===== src/rtl/hrp_pkg.sv =====
// ----------------------------------------------------------------------------
// hrp_pkg
// Types, constants and the hex digit decoder shared by the parser modules.
// ----------------------------------------------------------------------------
package hrp_pkg;

	// Record layout: length (2 chars), address (4), type (2), then data.
	localparam logic [9:0] POS_MAX    = 10'd1023;
	localparam logic [9:0] DATA_START = 10'd8;

	// ASCII codes used by the digit decoder.
	localparam logic [7:0] ASCII_ZERO  = 8'h30;
	localparam logic [7:0] ASCII_NINE  = 8'h39;
	localparam logic [7:0] ASCII_UC_A  = 8'h41;
	localparam logic [7:0] ASCII_UC_F  = 8'h46;
	localparam logic [7:0] ASCII_LC_A  = 8'h61;
	localparam logic [7:0] ASCII_LC_F  = 8'h66;
	localparam logic [7:0] DIGIT_TEN   = 8'h0A;

	// Result kinds.
	localparam logic KIND_DATA = 1'b0;
	localparam logic KIND_DONE = 1'b1;

	// Input word: one character of the record.
	typedef struct packed {
		logic [7:0] ch;
		logic       start_req;
	} hrp_in_t;

	// Output word: a data word or a record-done report.
	typedef struct packed {
		logic        kind;
		logic [15:0] word_address;
		logic [31:0] word_data;
		logic [7:0]  record_type;
		logic [7:0]  data_length;
		logic        checksum_ok;
	} hrp_out_t;

	// What the back end does with a character.
	typedef enum logic [1:0] {
		OP_HEADER,
		OP_DATA,
		OP_CK_HIGH,
		OP_CK_LOW
	} hrp_op_e_t;

	// One classified character as it travels through the queue.
	typedef struct packed {
		hrp_op_e_t  op;
		logic [2:0] pidx;
		logic [3:0] digit;
		logic       restart;
	} hrp_cmd_t;

	// Case-insensitive hex decode; anything else reads as zero.
	function automatic logic [3:0] hex_digit(input logic [7:0] c);
		logic [7:0] d;
		begin
			d = 8'h00;
			if (c >= ASCII_ZERO && c <= ASCII_NINE) begin
				d = c - ASCII_ZERO;
			end else if (c >= ASCII_UC_A && c <= ASCII_UC_F) begin
				d = c - ASCII_UC_A + DIGIT_TEN;
			end else if (c >= ASCII_LC_A && c <= ASCII_LC_F) begin
				d = c - ASCII_LC_A + DIGIT_TEN;
			end
			return d[3:0];
		end
	endfunction

endpackage


===== src/rtl/hex_record_parser.sv =====
// ----------------------------------------------------------------------------
// hex_record_parser
// Parses the characters of one Intel HEX record into data words and a
// record-done report.
// ----------------------------------------------------------------------------
// Characters enter one per cycle while char_stall is low. The front end
// classifies each character by its position and writes it into a short command
// queue; the back end executes one command per cycle while no pending result is
// stalled by res_stall, and holds a result in an output register. With the
// queue empty, the character that completes a result passes through the command
// queue and then the output register before the result is presented. The queue
// depth (QUEUE_DEPTH) sets how long the result side may stall before char_stall
// rises. Every complete group of eight data characters yields a big-endian data
// word at word address (address >> 2) + word number; after the checksum a
// record-done word reports type, length and checksum status.
module hex_record_parser #(
	parameter int QUEUE_DEPTH = 2
) (
	input  logic              clk,
	input  logic              arst_n,
	input  logic              char_valid,
	output logic              char_stall,
	input  hrp_pkg::hrp_in_t  char_word,
	output logic              res_valid,
	input  logic              res_stall,
	output hrp_pkg::hrp_out_t res_word
);
	import hrp_pkg::*;

	hrp_cmd_t push_cmd;
	hrp_cmd_t pop_cmd;
	logic     push;
	logic     pop;
	logic     full;
	logic     empty;

	assign char_stall = full;

	// Front end: position tracking and classification.
	hrp_front u_front (
		.clk        (clk),
		.arst_n     (arst_n),
		.char_valid (char_valid),
		.char_word  (char_word),
		.queue_full (full),
		.push       (push),
		.cmd        (push_cmd)
	);

	// Command queue between the two halves.
	hrp_fifo #(
		.DEPTH (QUEUE_DEPTH)
	) u_fifo (
		.clk       (clk),
		.arst_n    (arst_n),
		.push      (push),
		.push_data (push_cmd),
		.full      (full),
		.pop       (pop),
		.pop_data  (pop_cmd),
		.empty     (empty)
	);

	// Back end: field assembly, checksum and results.
	hrp_back u_back (
		.clk       (clk),
		.arst_n    (arst_n),
		.cmd_valid (!empty),
		.cmd       (pop_cmd),
		.pop       (pop),
		.res_valid (res_valid),
		.res_word  (res_word),
		.res_stall (res_stall)
	);

endmodule


===== src/rtl/hrp_front.sv =====
// ----------------------------------------------------------------------------
// hrp_front
// Tracks the character position and the length field, decodes each character
// and classifies it into a command for the back end.
// ----------------------------------------------------------------------------
module hrp_front (
	input  logic             clk,
	input  logic             arst_n,
	input  logic             char_valid,
	input  hrp_pkg::hrp_in_t char_word,
	input  logic             queue_full,
	output logic             push,
	output hrp_pkg::hrp_cmd_t cmd
);
	import hrp_pkg::*;

	logic [9:0] pos_q;
	logic [7:0] len_q;
	logic [3:0] len_hi_q;
	logic [9:0] p;
	logic [9:0] rec_end;
	logic [3:0] digit;
	logic       accept;
	logic       active;

	assign accept  = char_valid && !queue_full;
	assign p       = char_word.start_req ? 10'd0 : pos_q;
	assign digit   = hex_digit(char_word.ch);
	assign rec_end = DATA_START + {1'b0, len_q, 1'b0};

	// Classify the character by its place in the record.
	always_comb begin
		cmd.op      = OP_HEADER;
		cmd.pidx    = p[2:0];
		cmd.digit   = digit;
		cmd.restart = char_word.start_req;
		active      = 1'b1;
		if (p < DATA_START) begin
			cmd.op = OP_HEADER;
		end else if (p < rec_end) begin
			cmd.op = OP_DATA;
		end else if (p == rec_end) begin
			cmd.op = OP_CK_HIGH;
		end else if (p == rec_end + 10'd1) begin
			cmd.op = OP_CK_LOW;
		end else begin
			active = 1'b0;
		end
	end

	// Characters past the checksum are taken but leave nothing to do.
	assign push = accept && active;

	// Position counter and a local copy of the length field.
	always_ff @(posedge clk or negedge arst_n) begin
		if (!arst_n) begin
			pos_q    <= '0;
			len_q    <= '0;
			len_hi_q <= '0;
		end else if (accept) begin
			pos_q <= (p < POS_MAX) ? p + 10'd1 : POS_MAX;
			if (p == 10'd0) begin
				len_hi_q <= digit;
			end
			if (p == 10'd1) begin
				len_q <= {len_hi_q, digit};
			end
		end
	end

endmodule


===== src/rtl/hrp_fifo.sv =====
// ----------------------------------------------------------------------------
// hrp_fifo
// Small command queue between the front end and the back end.
// ----------------------------------------------------------------------------
module hrp_fifo #(
	parameter int DEPTH = 2
) (
	input  logic              clk,
	input  logic              arst_n,
	input  logic              push,
	input  hrp_pkg::hrp_cmd_t push_data,
	output logic              full,
	input  logic              pop,
	output hrp_pkg::hrp_cmd_t pop_data,
	output logic              empty
);
	import hrp_pkg::*;

	localparam int PW = (DEPTH > 1) ? $clog2(DEPTH) : 1;
	localparam int CW = $clog2(DEPTH + 1);
	localparam logic [PW-1:0] LAST  = PW'(DEPTH - 1);
	localparam logic [CW-1:0] CFULL = CW'(DEPTH);

	hrp_cmd_t      mem_q [DEPTH];
	logic [PW-1:0] wr_ptr_q;
	logic [PW-1:0] rd_ptr_q;
	logic [CW-1:0] count_q;

	assign full     = (count_q == CFULL);
	assign empty    = (count_q == '0);
	assign pop_data = mem_q[rd_ptr_q];

	// Storage.
	always_ff @(posedge clk) begin
		if (push) begin
			mem_q[wr_ptr_q] <= push_data;
		end
	end

	// Pointers and fill count.
	always_ff @(posedge clk or negedge arst_n) begin
		if (!arst_n) begin
			wr_ptr_q <= '0;
			rd_ptr_q <= '0;
			count_q  <= '0;
		end else begin
			if (push) begin
				wr_ptr_q <= (wr_ptr_q == LAST) ? '0 : wr_ptr_q + PW'(1);
			end
			if (pop) begin
				rd_ptr_q <= (rd_ptr_q == LAST) ? '0 : rd_ptr_q + PW'(1);
			end
			if (push && !pop) begin
				count_q <= count_q + CW'(1);
			end else if (pop && !push) begin
				count_q <= count_q - CW'(1);
			end
		end
	end

endmodule


===== src/rtl/hrp_back.sv =====
// ----------------------------------------------------------------------------
// hrp_back
// Executes classified characters: assembles header fields, the byte sum and
// the data words, and holds each result in an output register.
// ----------------------------------------------------------------------------
module hrp_back (
	input  logic              clk,
	input  logic              arst_n,
	input  logic              cmd_valid,
	input  hrp_pkg::hrp_cmd_t cmd,
	output logic              pop,
	output logic              res_valid,
	output hrp_pkg::hrp_out_t res_word,
	input  logic              res_stall
);
	import hrp_pkg::*;

	logic [7:0]  byte_count_q;
	logic [15:0] load_address_q;
	logic [7:0]  type_byte_q;
	logic [7:0]  byte_sum_q;
	logic [3:0]  high_nibble_q;
	logic [31:0] word_acc_q;
	logic [5:0]  word_number_q;
	logic        res_valid_q;
	hrp_out_t    res_word_q;

	logic [7:0]  sum_base;
	logic [15:0] addr_base;
	logic [31:0] acc_base;
	logic [5:0]  wnum_base;
	logic [7:0]  b;
	logic [31:0] acc_next;
	logic [7:0]  neg_sum;

	assign pop       = cmd_valid && (!res_valid_q || !res_stall);
	assign res_valid = res_valid_q;
	assign res_word  = res_word_q;

	// A start mark clears the per-record state before the character is used.
	assign sum_base  = cmd.restart ? '0 : byte_sum_q;
	assign addr_base = cmd.restart ? '0 : load_address_q;
	assign acc_base  = cmd.restart ? '0 : word_acc_q;
	assign wnum_base = cmd.restart ? '0 : word_number_q;
	assign b         = {high_nibble_q, cmd.digit};
	assign acc_next  = {acc_base[27:0], cmd.digit};
	assign neg_sum   = 8'h00 - sum_base;

	// Record state update.
	always_ff @(posedge clk or negedge arst_n) begin
		if (!arst_n) begin
			byte_count_q   <= '0;
			load_address_q <= '0;
			type_byte_q    <= '0;
			byte_sum_q     <= '0;
			high_nibble_q  <= '0;
			word_acc_q     <= '0;
			word_number_q  <= '0;
		end else if (pop) begin
			byte_sum_q     <= sum_base;
			load_address_q <= addr_base;
			word_acc_q     <= acc_base;
			word_number_q  <= wnum_base;
			case (cmd.op)
				OP_HEADER: begin
					if (cmd.pidx >= 3'd2 && cmd.pidx <= 3'd5) begin
						load_address_q <= {addr_base[11:0], cmd.digit};
					end
					if (!cmd.pidx[0]) begin
						high_nibble_q <= cmd.digit;
					end else begin
						byte_sum_q <= sum_base + b;
						if (cmd.pidx == 3'd1) begin
							byte_count_q <= b;
						end
						if (cmd.pidx == 3'd7) begin
							type_byte_q <= b;
						end
					end
				end
				OP_DATA: begin
					word_acc_q <= acc_next;
					if (!cmd.pidx[0]) begin
						high_nibble_q <= cmd.digit;
					end else begin
						byte_sum_q <= sum_base + b;
					end
					if (cmd.pidx == 3'd7) begin
						word_number_q <= wnum_base + 6'd1;
					end
				end
				OP_CK_HIGH: begin
					high_nibble_q <= cmd.digit;
				end
				default: begin
				end
			endcase
		end
	end

	// Output register: loaded when a character completes a result.
	always_ff @(posedge clk or negedge arst_n) begin
		if (!arst_n) begin
			res_valid_q <= 1'b0;
		end else if (pop && ((cmd.op == OP_DATA && cmd.pidx == 3'd7) ||
				cmd.op == OP_CK_LOW)) begin
			res_valid_q <= 1'b1;
		end else if (!res_stall) begin
			res_valid_q <= 1'b0;
		end
	end

	always_ff @(posedge clk) begin
		if (pop && cmd.op == OP_DATA && cmd.pidx == 3'd7) begin
			res_word_q.kind         <= KIND_DATA;
			res_word_q.word_address <= {2'b00, addr_base[15:2]} + {10'd0, wnum_base};
			res_word_q.word_data    <= acc_next;
			res_word_q.record_type  <= '0;
			res_word_q.data_length  <= '0;
			res_word_q.checksum_ok  <= 1'b0;
		end else if (pop && cmd.op == OP_CK_LOW) begin
			res_word_q.kind         <= KIND_DONE;
			res_word_q.word_address <= '0;
			res_word_q.word_data    <= '0;
			res_word_q.record_type  <= type_byte_q;
			res_word_q.data_length  <= byte_count_q;
			res_word_q.checksum_ok  <= (b == neg_sum);
		end
	end

endmodule

===== config.mk =====
export PLATFORM = sky130hd
export DESIGN_NAME = hex_record_parser
export DESIGN_NICKNAME = d
export VERILOG_FILES = /design/src/rtl/hrp_pkg.sv /design/src/rtl/hex_record_parser.sv /design/src/rtl/hrp_front.sv /design/src/rtl/hrp_fifo.sv /design/src/rtl/hrp_back.sv
export SDC_FILE = /design/constraint.sdc
export NUM_CORES = 1
export LEC_CHECK = 0
export BUFFER_PORTS_ARGS = -buffer_cell sky130_fd_sc_hd__buf_2
export CAP_MARGIN = 20
export CORE_MARGIN = 4
export CORE_UTILIZATION = 45
export DETAILED_ROUTE_END_ITERATION = 6
export PLACE_DENSITY = 0.65
export SLEW_MARGIN = 20
export SYNTH_ARGS = -nofsm -noshare
export SYNTH_HDL_FRONTEND = slang
export SYNTH_HIERARCHICAL = 1
export SYNTH_SLANG_ARGS = --single-unit

===== constraint.sdc =====
create_clock -name clk -period 2.9 [get_ports clk]
set_input_delay 0.58 -clock clk [delete_from_list [all_inputs] [get_ports clk]]
set_output_delay 0.58 -clock clk [all_outputs]
set_load 0.05 [all_outputs]

==> summary.md <==
| Metric | Value |
|---|---|
| Inserted Diodes | `0` |
| Post-route minimum period | `2710 ps` |
| Buf/Inv on CP | `2` |
| Slew HR | `0.611` |
| Worst clock skew | `13.5 ps` |
| CP most frequent cell | `buf_4` |
| Final HPWL DP | `13100 um` |
| Worst skew pair latency | `430 ps` |
| Post-synthesis xor/xnor area fraction | `0.0364` |
| Row cnt | `52` |
| H-tree depth | `4` |
| Sw power | `0.00474 W` |
| Root Buffer | `clkbuf_16` |
| Worst Tran Pin Value | `579 ps` |
| Sum Neg Setup Slack | `0 ps` |
| Syn Nets | `893` |
| RR Endpoint | `u_fifo/mem_q[1][9]` |
| Iter 0 DRT Violations | `409` |
| Top cells by area, synth | `dfrtp_1 28%, edfxtp_1 21%, nand2_1 4.6%, ha_1 3.9%, dfxtp_1 3.8%` |
| Combinational Power Share | `0.423` |
| Crit path max fanout | `10` |
| Post-Synthesis Cells | `851` |
| Total track usage | `0.168` |
| Layout cells sized above 1 | `0.209` |
| Avg Cell Area, Syn | `11.0 um^2` |
| Setup repair after global routing missed its margin | `false` |
| Max VDD drop | `0.430 mV` |
| Die Area | `0.0232 mm^2` |
| Vias in the first global route | `6436` |
| Sequential share of power | `0.365` |
| CP max-delay cell | `dfrtp_1` |
| Number of flops mapped to enable cells by yosys | `67` |
| Largest stage delay, worst path | `390 ps` |
| Area share of the largest cell type after synthesis | `0.280` |
| Crit path launch type | `flip-flop` |
| Synth area leader | `dfrtp_1` |
| Grt total ovfl | `0` |
| Final instance area | `0.0108 mm^2` |
| Crit path kind | `reg -> reg` |
| Hold Crit Class | `in -> async` |
| PD cells | `1030 mW/mm^2` |
| Final setup fails | `0` |
| Num Clock Sinks | `190` |
| CP cell instances | `buf_4 > nand3_1 > nor2_1 > xnor2_1 > ha_1 > and4_1 > buf_4 > a2111oi_4 > o21a_2 > and2_2` |
| Largest net degree at the start of global routing | `50` |
| Internal power | `0.00645 W` |
| Post-synth ARST share | `0.553` |
| Final hold vios | `0` |
| Router iterations before antenna repair | `5` |
| Synth warnings | `6` |
| Routed via count | `6547` |
| Core area | `0.0204 mm^2` |
| Lkg Pwr | `4.69 nW` |
| Final WL | `19100 um` |
| Compound-cell area share of the yosys netlist | `0.135` |
| Clock share of power | `0.212` |
| Chip Height | `152 um` |
| Most common cell after layout, fill and taps aside | `nand2_1` |
| Layout area overhead | `15.6%` |
| Max-Cap Viols | `0` |
| CTS tree | `built` |
| Synth Register Bits | `190` |
| Net count, final | `980` |
| Fin util | `0.532` |
| Number of antenna violations at the first check in global routing | `0` |
| CTS Buf Count | `17` |
| Die Wd | `152 um` |
| Worst reg-to-reg setup slack | `190 ps` |
| Combinational family with the most area after synthesis | `simple AND/OR/NAND/NOR gates` |
| Final period utilization | `0.933` |
| Clock buffer depth | `2` |
| Simple-gate share of the synthesized area | `0.162` |
| Initial core utilization | `0.460` |
| Post-CTS Hold Buffers | `0` |
| Avg Vias per Cell | `5.36` |
| Top FF cell, synth | `dfrtp_1` |
| PortBufs | `79` |
| Highest Clock Rate | `369 MHz` |
| WP data required | `3010 ps` |
| Most frequent cells in the layout | `114 x nand2_1, 105 x dfrtp_1, 78 x buf_2` |
| Area post-placement | `0.0102 mm^2` |
| Mapped Area | `0.00937 mm^2` |
| Synth cell types | `81` |
| DRC viols | `0` |
| Post-synthesis adder-cell area fraction | `0.0387` |
| Switching share of total power | `0.424` |
| DR WL/cell | `15.7 um` |
| PnR Total Power | `0.0112 W` |
| Multiplexer share of the synthesized area | `0.0643` |
| Top Ports | `81` |
| Arrival @ worst endpoint | `2810 ps` |
| Fin. max-slew vios | `0` |
| Status | `complete, no violations` |
| Worst-path clk slew | `70 ps` |
| Reg2Reg Depth | `10` |
| CP top delay family | `simple AND/OR/NAND/NOR gates` |
| Crit. End Element | `flip-flop` |
| Routability cong. | `0.858` |
| Post-route ant nets | `0` |
| RR Startpoint | `u_front/len_q[2]` |
| Seq/Total Area, Yosys | `0.533` |
| Global-route wire length before repair | `32600 um` |
metrics by stage:
stage	instances	worst slack [ps]	hold slack (ps)
after floorplan	851	-35.9	284
after global placement	1187	24.3	442
after detailed placement	1187	-21.6	444
after CTS	1221	26.8	15.1
after global routing	1221	10.9	23.7
final	1221	193	25.7
worst max path at each step:
stage                               end             start  depth (start not counted)  slack, ps
global route          u_fifo/count_q[1]  u_front/len_q[2]                         12         10
global placement     u_fifo/mem_q[0][3]      char_word[0]                          8         20
finish               u_fifo/mem_q[1][9]  u_front/len_q[2]                         10        190
floorplan           u_back/res_word[61]   u_fifo/rd_ptr_q                         14        -40
CTS                  u_fifo/mem_q[1][6]  u_front/len_q[3]                          9         30
detailed placement   u_fifo/mem_q[0][4]      char_word[0]                          8        -20
per-layer routing:
layer / routed length, um / track usage
met2: 9290 / 0.282
met4: 262 / 0.0445
met5: 0 / 0
met1: 8940 / 0.227
met3: 632 / 0.0278
state kept, by name, summed over array words and instances (netlist names):
name	flops
u_back/byte_count_q	8
u_back/res_valid	1
u_back/high_nibble_q	4
u_fifo/count_q	2
u_front/pos_q	10
u_back/byte_sum_q	8
u_fifo/rd_ptr_q	1
u_back/type_byte_q	8
u_front/len_q	8
u_fifo/mem_q	20
u_back/res_word	65
u_back/load_address_q	16
u_fifo/wr_ptr_q	1
u_back/word_acc_q	28
u_front/len_hi_q	4
u_back/word_number_q	6
synthesized netlist by cell type (19+ instances only):
master and n:
o21ai_0 22, a22oi_1 37, ha_1 29, o21ai_1 37
xor2_1 21, and3_1 31, edfxtp_1 67, clkbuf_1 29
a21oi_1 35, nor2b_1 20, nand2_1 115, dfrtp_1 105
nor2_1 43, nand3_1 19, mux2_1 21
repair_timing:
item / CTS / global route
pin swaps: 0 / 3
endpoints found under the setup margin: 5 / 22
resized for setup: 0 / 5
buffers inserted: 2 / 0
worst register-to-register path: stages, from the launching register on:
cell and delay [ps]:
dfrtp_1 390, buf_4 140, nand3_1 100, nor2_1 150, xnor2_1 130, ha_1 250, and4_1 200, buf_4 150
a2111oi_4 320, o21a_2 240, and2_2 320
cell families after synthesis:
group                    after synthesis
AND/OR/NAND/NOR                      296
flip-flops                           190
AO/OA/AOI/OAI                        188
buffers and inverters                 60
multiplexers                          48
XOR/XNOR                              39
adder cells (fa/ha/maj)               29
other                                  1
layout make-up:
type | instances | area (um^2)
Sequential cell | 190 | 5000
Timing Repair Buffer | 112 | 671
Tap cell | 270 | 338
Multi-Input combinational cell | 601 | 4160
Clock inverter | 14 | 165
Clock buffer | 18 | 439
Inverter | 16 | 65.1
Fill cell | 1767 | 9530
power by group through the flow:
stage	clock network (W)	logic [W]	registers [W]
2_1_floorplan	0	0.00268	0.00502
3_5_place_dp	0	0.00472	0.00414
5_1_grt	0.00256	0.00514	0.00419
3_3_place_gp	0	0.00465	0.00412
4_1_cts	0.00245	0.00475	0.00409
6_report	0.00237	0.00473	0.00409
Note: power is estimated with default switching activity, not from simulation.
